[src/rtl/core/p4rgb_pkg.sv]
// ----------------------------------------------------------------------------
// p4rgb_pkg
// Shared types, constants and helpers for the 4bpp palette to RGB565 expander.
// ----------------------------------------------------------------------------
package p4rgb_pkg;

   localparam int unsigned WidthBits   = 12;
   localparam int unsigned PalDepth    = 16;
   localparam int unsigned PalAddrBits = 4;
   localparam int unsigned PixelBits   = 16;
   localparam int unsigned FifoDepth   = 4;
   localparam int unsigned FifoPtrBits = 2;
   localparam int unsigned FifoCntBits = 3;
   localparam int unsigned ReqDataBits = 40;
   localparam int unsigned CsrAddrBits = 3;
   localparam int unsigned CsrDataBits = 32;

   typedef enum logic {
      CMD_PIXEL_BYTE = 1'b0,
      CMD_PAL_WRITE  = 1'b1
   } cmd_type;

   typedef enum logic {
      REG_IMAGE_WIDTH = 1'b0,
      REG_UNMAPPED    = 1'b1
   } reg_index_type;

   typedef struct packed {
      logic                 last_of_item;
      logic                 end_of_row;
      logic [PixelBits-1:0] pixel;
   } rsp_word_type;

   // Byte-swapped RGB565: {g[2:0], b[4:0]} in the high byte, {r[4:0], g[5:3]} low.
   function automatic logic [PixelBits-1:0] make_entry(input logic [7:0] blue,
                                                       input logic [7:0] green,
                                                       input logic [7:0] red);
      logic [5:0] g6;
      g6 = green[7:2];
      make_entry = {g6[2:0], blue[7:3], red[7:3], g6[5:3]};
   endfunction

endpackage

[src/rtl/core/palette_4bpp_to_rgb565_expander.sv]
// ----------------------------------------------------------------------------
// palette_4bpp_to_rgb565_expander
// Expands a stream of packed 4bpp bitmap bytes into byte-swapped RGB565 words.
// ----------------------------------------------------------------------------
// Usage:
//  - req_* carries one word per packed byte or palette write. req_tuser selects
//    the kind: 0 = pixel byte (high nibble pixel first, then low nibble),
//    1 = palette write of a blue/green/red triple to one of 16 entries.
//  - rsp_* carries one RGB565 word per pixel; rsp_tlast marks the last pixel of
//    a bitmap row, rsp_tuser marks the last pixel produced by one input byte.
//  - csr_* (APB) holds image_width at address 0. Write it only while idle.
//  - Throughput: one pixel per cycle while the output queue has room. A byte
//    with two pixels holds req_tready low until its second read issues; other
//    input words do not. The palette memory's single read port sets that rate.
//  - Path: the first pixel of a byte passes the issue registers, the memory
//    read register and the output queue before rsp_tvalid rises for it; a full
//    queue can hold it in the issue stage.
//  - Reset clears the row position, sets image_width to 1 and marks every
//    palette entry as unwritten (reads as zero). No clearing pass is needed.
//  - When the receiver stalls, results collect in a 4-word output queue; issue
//    of palette reads halts on a credit count, then req_tready drops.
// ----------------------------------------------------------------------------
module palette_4bpp_to_rgb565_expander (
   input  logic                               clock,
   input  logic                               reset,
   // Input words
   input  logic                               req_tvalid,
   output logic                               req_tready,
   // [7:0] data_byte, [11:8] pal_index, [19:12] pal_blue, [27:20] pal_green,
   // [35:28] pal_red, [39:36] zero
   input  logic [p4rgb_pkg::ReqDataBits-1:0]  req_tdata,
   // [0] command
   input  logic                               req_tuser,
   // Result words
   output logic                               rsp_tvalid,
   input  logic                               rsp_tready,
   // [15:0] pixel
   output logic [p4rgb_pkg::PixelBits-1:0]    rsp_tdata,
   output logic                               rsp_tlast,
   // [0] last_of_item
   output logic                               rsp_tuser,
   // Configuration
   input  logic                               csr_psel,
   input  logic                               csr_penable,
   input  logic                               csr_pwrite,
   input  logic [p4rgb_pkg::CsrAddrBits-1:0]  csr_paddr,
   input  logic [p4rgb_pkg::CsrDataBits-1:0]  csr_pwdata,
   output logic [p4rgb_pkg::CsrDataBits-1:0]  csr_prdata,
   output logic                               csr_pready
);
   import p4rgb_pkg::*;

   // ---------------------------------------------------------------------
   // Configuration register
   // ---------------------------------------------------------------------
   logic [WidthBits-1:0] width_ff, width_in;
   reg_index_type        csr_reg;
   logic                 csr_wr;

   assign csr_pready = 1'b1;
   assign csr_reg    = reg_index_type'(csr_paddr[2]);
   assign csr_wr     = csr_psel && csr_penable && csr_pwrite && csr_pready;

   always_comb begin
      width_in   = width_ff;
      csr_prdata = '0;
      case (csr_reg)
         REG_IMAGE_WIDTH: begin
            if (csr_wr) begin
               width_in = csr_pwdata[WidthBits-1:0];
            end
            csr_prdata = {{(CsrDataBits-WidthBits){1'b0}}, width_ff};
         end
         default: begin
            csr_prdata = '0;
         end
      endcase
   end

   // ---------------------------------------------------------------------
   // Input decode and row position
   // ---------------------------------------------------------------------
   logic [7:0]             in_byte;
   logic [PalAddrBits-1:0] in_pal_index;
   logic [7:0]             in_blue, in_green, in_red;
   cmd_type                in_cmd;
   logic                   req_fire;

   assign in_byte      = req_tdata[7:0];
   assign in_pal_index = req_tdata[11:8];
   assign in_blue      = req_tdata[19:12];
   assign in_green     = req_tdata[27:20];
   assign in_red       = req_tdata[35:28];
   assign in_cmd       = cmd_type'(req_tuser);
   assign req_fire     = req_tvalid && req_tready;

   logic [WidthBits-1:0] pos_ff, pos_in;
   logic [WidthBits:0]   w_ext, width_plus7, first_pix, pos_plus1;
   logic [WidthBits-1:0] stride;
   logic                 in_stride, has_p0, has_p1, eor_p0, eor_p1;

   always_comb begin
      w_ext       = {1'b0, width_ff};
      width_plus7 = w_ext + (WidthBits+1)'(7);
      // Stride in bytes: ((width + 7) / 8) * 4
      stride      = {width_plus7[WidthBits:3], 2'b00};
      first_pix   = {pos_ff, 1'b0};
      pos_plus1   = {1'b0, pos_ff} + (WidthBits+1)'(1);
      in_stride   = pos_ff < stride;
      has_p0      = in_stride && (first_pix < w_ext);
      has_p1      = in_stride && ((first_pix + (WidthBits+1)'(1)) < w_ext);
      eor_p0      = (first_pix + (WidthBits+1)'(1)) == w_ext;
      eor_p1      = (first_pix + (WidthBits+1)'(2)) == w_ext;

      pos_in = pos_ff;
      if (req_fire && in_cmd == CMD_PIXEL_BYTE) begin
         // Wrap at the end of the stride; hold at zero when the stride is empty.
         if (pos_plus1 >= {1'b0, stride}) begin
            pos_in = '0;
         end else begin
            pos_in = pos_plus1[WidthBits-1:0];
         end
      end
   end

   // ---------------------------------------------------------------------
   // Issue stage: one memory operation per cycle, in arrival order
   // ---------------------------------------------------------------------
   logic [1:0]             iss_cnt_ff, iss_cnt_in;
   logic                   iss_pal_ff, iss_pal_in;
   logic [PalAddrBits-1:0] iss_idx_ff [2];
   logic [PalAddrBits-1:0] iss_idx_in [2];
   logic [1:0]             iss_eor_ff, iss_eor_in;
   logic [PalAddrBits-1:0] iss_wadr_ff, iss_wadr_in;
   logic [PixelBits-1:0]   iss_entry_ff, iss_entry_in;
   logic                   iss_fire, credit_ok;

   logic                   rd_vld_ff;
   logic [FifoCntBits-1:0] fifo_cnt_ff, fifo_cnt_in;

   // Reserve a queue slot for every read in flight.
   assign credit_ok = (fifo_cnt_ff + FifoCntBits'(rd_vld_ff)) < FifoCntBits'(FifoDepth);
   assign iss_fire  = (iss_cnt_ff != 2'd0) && credit_ok;

   assign req_tready = iss_pal_ff
                    || (iss_cnt_ff == 2'd0)
                    || (iss_fire && iss_cnt_ff == 2'd1);

   always_comb begin
      iss_cnt_in    = iss_cnt_ff;
      iss_pal_in    = 1'b0;
      iss_idx_in[0] = iss_idx_ff[0];
      iss_idx_in[1] = iss_idx_ff[1];
      iss_eor_in    = iss_eor_ff;
      iss_wadr_in   = iss_wadr_ff;
      iss_entry_in  = iss_entry_ff;

      if (iss_fire) begin
         // Advance: the second pixel moves into the head slot.
         iss_cnt_in    = iss_cnt_ff - 2'd1;
         iss_idx_in[0] = iss_idx_ff[1];
         iss_eor_in    = {1'b0, iss_eor_ff[1]};
      end

      if (req_fire) begin
         case (in_cmd)
            CMD_PAL_WRITE: begin
               iss_pal_in   = 1'b1;
               iss_cnt_in   = 2'd0;
               iss_wadr_in  = in_pal_index;
               iss_entry_in = make_entry(in_blue, in_green, in_red);
            end
            default: begin
               iss_cnt_in    = {1'b0, has_p0} + {1'b0, has_p1};
               iss_idx_in[0] = in_byte[7:4];
               iss_idx_in[1] = in_byte[3:0];
               iss_eor_in    = {eor_p1, eor_p0};
            end
         endcase
      end
   end

   // ---------------------------------------------------------------------
   // Palette memory: one write or one read per cycle, read data registered
   // ---------------------------------------------------------------------
   logic [PixelBits-1:0] pal_mem [PalDepth];
   logic [PalDepth-1:0]  pal_vld_ff;
   logic [PixelBits-1:0] rd_data_ff;
   logic                 rd_ok_ff, rd_eor_ff, rd_last_ff;
   rsp_word_type         rd_word;

   always_ff @(posedge clock) begin
      if (iss_pal_ff) begin
         pal_mem[iss_wadr_ff] <= iss_entry_ff;
      end
      if (iss_fire) begin
         rd_data_ff <= pal_mem[iss_idx_ff[0]];
         rd_ok_ff   <= pal_vld_ff[iss_idx_ff[0]];
         rd_eor_ff  <= iss_eor_ff[0];
         rd_last_ff <= (iss_cnt_ff == 2'd1);
      end
   end

   // An entry never written reads as zero.
   assign rd_word.pixel        = rd_ok_ff ? rd_data_ff : '0;
   assign rd_word.end_of_row   = rd_eor_ff;
   assign rd_word.last_of_item = rd_last_ff;

   // ---------------------------------------------------------------------
   // Output queue
   // ---------------------------------------------------------------------
   rsp_word_type           fifo_mem [FifoDepth];
   logic [FifoPtrBits-1:0] fifo_wp_ff, fifo_rp_ff;
   logic                   fifo_push, fifo_pop;
   rsp_word_type           head;

   assign fifo_push   = rd_vld_ff;
   assign fifo_pop    = rsp_tvalid && rsp_tready;
   assign fifo_cnt_in = fifo_cnt_ff + FifoCntBits'(fifo_push) - FifoCntBits'(fifo_pop);

   always_ff @(posedge clock) begin
      if (fifo_push) begin
         fifo_mem[fifo_wp_ff] <= rd_word;
      end
   end

   assign head       = fifo_mem[fifo_rp_ff];
   assign rsp_tvalid = fifo_cnt_ff != '0;
   assign rsp_tdata  = head.pixel;
   assign rsp_tlast  = head.end_of_row;
   assign rsp_tuser  = head.last_of_item;

   // ---------------------------------------------------------------------
   // Registers
   // ---------------------------------------------------------------------
   always_ff @(posedge clock) begin
      if (reset) begin
         width_ff    <= WidthBits'(1);
         pos_ff      <= '0;
         iss_cnt_ff  <= '0;
         iss_pal_ff  <= 1'b0;
         rd_vld_ff   <= 1'b0;
         pal_vld_ff  <= '0;
         fifo_cnt_ff <= '0;
         fifo_wp_ff  <= '0;
         fifo_rp_ff  <= '0;
      end else begin
         width_ff    <= width_in;
         pos_ff      <= pos_in;
         iss_cnt_ff  <= iss_cnt_in;
         iss_pal_ff  <= iss_pal_in;
         rd_vld_ff   <= iss_fire;
         if (iss_pal_ff) begin
            pal_vld_ff[iss_wadr_ff] <= 1'b1;
         end
         fifo_cnt_ff <= fifo_cnt_in;
         if (fifo_push) begin
            fifo_wp_ff <= fifo_wp_ff + FifoPtrBits'(1);
         end
         if (fifo_pop) begin
            fifo_rp_ff <= fifo_rp_ff + FifoPtrBits'(1);
         end
      end
   end

   // Payload registers of the issue stage
   always_ff @(posedge clock) begin
      iss_idx_ff[0] <= iss_idx_in[0];
      iss_idx_ff[1] <= iss_idx_in[1];
      iss_eor_ff    <= iss_eor_in;
      iss_wadr_ff   <= iss_wadr_in;
      iss_entry_ff  <= iss_entry_in;
   end

endmodule
[config.mk]
export PLATFORM = sky130hd
export DESIGN_NAME = palette_4bpp_to_rgb565_expander
export DESIGN_NICKNAME = d
export VERILOG_FILES = /design/src/rtl/core/p4rgb_pkg.sv /design/src/rtl/core/palette_4bpp_to_rgb565_expander.sv
export SDC_FILE = /design/constraint.sdc
export NUM_CORES = 1
export LEC_CHECK = 0
export BUFFER_PORTS_ARGS = -buffer_cell sky130_fd_sc_hd__buf_2
export CAP_MARGIN = 15
export CORE_UTILIZATION = 38
export CTS_BUF_LIST = sky130_fd_sc_hd__clkbuf_4 sky130_fd_sc_hd__clkbuf_8 sky130_fd_sc_hd__clkbuf_16
export CTS_CLUSTER_SIZE = 14
export DETAILED_ROUTE_END_ITERATION = 12
export MAX_ROUTING_LAYER = met4
export REMOVE_ABC_BUFFERS = 1
export SYNTH_ARGS = -nofsm -noshare
export SYNTH_HDL_FRONTEND = slang
export SYNTH_SLANG_ARGS = --single-unit
export TNS_END_PERCENT = 10
[constraint.sdc]
create_clock -name clock -period 3.8 [get_ports clock]
set_input_delay 0.19 -clock clock [delete_from_list [all_inputs] [get_ports clock]]
set_output_delay 0.19 -clock clock [all_outputs]
set_load 0.05 [all_outputs]
==> impl_metrics.toml <==
[synthesis]
yosysUniqueCellTypes = 54
synth_top_area_frac = 0.639
synth_edf_count = 371
ys_ff_latch = 430
syn_area_um2 = 17400
netlist_instances = 1000
yosysMostFrequentCell = "edfxtp_1"
seq_area_frac_synth = 0.706
synth.area.top_cells = "edfxtp_1 64%, mux4_2 13%, dfxtp_1 6.8%"
synthFlopType = "edfxtp_1"
ys_warn_count = 0
async_reset_ff_frac = 0
synth_common_cells = "371 x edfxtp_1, 103 x mux4_2, 82 x nor2_1, 59 x dfxtp_1, 54 x nand2_1"
avgSynthCellArea_um2 = 17.4
yosys.area.top_type = "edfxtp_1"

[route]
drt-wirelength-per-cell_um = 20.0
drt_iter0_drc = 577
drc = 0
drtPass1Iterations = 5
num_vias = 8955
dr_wl_met2_um = 17900
wl_met3_um = 1520
totalWireLength_um = 35700
routed.top_layer = "met4"
ant_nets = 0
wl_met1_um = 15600
via_per_inst = 5.02

[die]
fp-row-count = 78
fp.dieW_um = 216
core_area_um2 = 45300
io_pins = 136
die-area_um2 = 46800
initial_core_util = 0.385
fp.dieH_um = 216

[job]
cap_violations = 0

[clock_tree]
cts.sinks = 430
cts.path.max_buffers = 3
insertion_delay_ps = 560
cts_setup_buffers = 0
cts-resized-gates = 0
cts_root_buf = "clkbuf_16"
cts_tree = "done"
path_clk_slew_ps = 60
cts_buffers = 45
htreeDepth = 2
cts_hold_buffers = 41

[placed_design]
io_buffers = 80
hpwl_um = 21500
routabilityCongestion = 0.819

[power_and_ir_drop]
p_leak_uw = 0.00693
p_per_area_nw_per_um2 = 671
vdd_drop_max_uv = 304
total_power_uw = 13700

[critical_path]
cp-end-kind = "flip-flop"
critPathLaunchType = "flip-flop"
critical_path_required_ps = 4230
cp_max_fo = 9
critPathKind = "flip-flop to flip-flop"
crit_path_start = "pos_ff[0]"
r2r_start = "pos_ff[0]"
worstPathArrival_ps = 3850

[hold_path]
hold_path.class = "primary input to flip-flop"
hold_start = "req_tvalid"

[timing]
final-setup-viol-count = 0
finalCritPeriodShare = 0.899
hold_viol = 0
fmaxAchievable_mhz = 293
worstMarginPinSlew_ps = 962
grt_setup_unrepaired = "no"
drv_slew = 0
skew_ps = 16.4
min_period_ps = 3420
slew-limit-headroom = 0.359

[cells_and_area]
final_util = 0.452
syn_to_final_growth_pct = 17.3
nets = 1269
n_fill_cell = 3909
antenna_cells = 0
drive_above_1_share = 0.260

[grt]
track_usage = 0.162
grt_pass1_wl_um = 54900
grt-ovfl-total = 0
grt_max_degree = 48
antenna_found_initial = 1
grt_pass1_vias = 9044

[status]
status = "finished, final reports clean"
==> flip-flops by register name (all words and copies together) (netlist names), 3 cells and up, named ones only <==
| name | cells |
|---|---|
| iss_entry_ff | 16 |
| pal_mem | 256 |
| pos_ff | 12 |
| width_ff | 12 |
| iss_idx_ff | 8 |
| fifo_cnt_ff | 3 |
| fifo_mem | 72 |
| pal_vld_ff | 16 |
| rd_data_ff | 16 |
| iss_wadr_ff | 4 |
==> per-stage QoR <==
step	hold slack (ps)	area, µm²	std cells	TNS, ps	setup slack (ps)
finish	43.0	20500	1783	0	384
global route	51.3	20500	1783	0	47.9
CTS	15.4	20500	1783	0	376
detailed placement	368	18600	1662	0	395
global placement	367	18600	1662	0	492
floorplan	257	17200	957	-8080	-475
==> final cells by class <==
class	count	area (µm²)	area share
Clock buffer	55	1230	0.0602
Clock inverter	25	190	0.00929
Inverter	30	113	0.00550
Multi-Input combinational cell	497	4830	0.236
Sequential cell	430	12300	0.602
Tap cell	600	751	0.0367
Timing Repair Buffer	146	1020	0.0500
==> critical path, stage by stage (launching register included) <==
cell and delay (ps):
dfxtp_1 480, ha_1 320, nand3_1 120, xor2_1 260, inv_1 70, ha_1 300, nand2_1 50, o21ai_0 260
o21ai_0 140, a221o_1 330, a311oi_2 460, nand3b_1 370, o21ai_0 130
==> layer usage <==
layer	track usage	vias to the layer above
met3	0.0295	48
met4	0.0420	0
met5	-	-
li1	-	4138
met1	0.207	4592
met2	0.265	177
==> power breakdown <==
group / internal [µW] / switching, µW
sequential: 5760 / 350
combinational: 1530 / 1900
clock: 2440 / 1760
==> logic make-up after synthesis <==
kind of cell             after synthesis  share of synthesized area
AND/OR/NAND/NOR                      223                     0.0618
flip-flops                           430                      0.706
AO/OA/AOI/OAI                         70                     0.0252
other                                  2                   0.000430
buffers and inverters                 92                     0.0248
multiplexers                         109                      0.136
adder cells (fa/ha/maj)               37                     0.0264
XOR/XNOR                              37                     0.0186
==> layout by cell type, fill, tap and decap left out, drive strengths merged, types with 4 or more instances in the layout <==
master and count:
dlygate4sd3 41, edfxtp 371, a21oi 25, clkbuf 55, nor2b 5, a31oi 5
buf 105, ha 36, nand2b 5, xnor2 29, and2 22, inv 31
or4 4, nand3b 6, mux4 103, clkinv 20, nor2 82, conb 21
nor3 12, nand4 7, o21ai 19, xor2 8, mux2i 6, nand2 54
dfxtp 59, nand3 10
==> final timing paths <==
check,endpoint,slack [ps],cells after the start
worst min-delay path,iss_pal_ff,40,3
worst min register to register,rd_eor_ff,430,0
worst max-delay path,pos_ff[9],380,12
worst max register to register,pos_ff[9],380,12
Power figures use the tool's default switching activity.
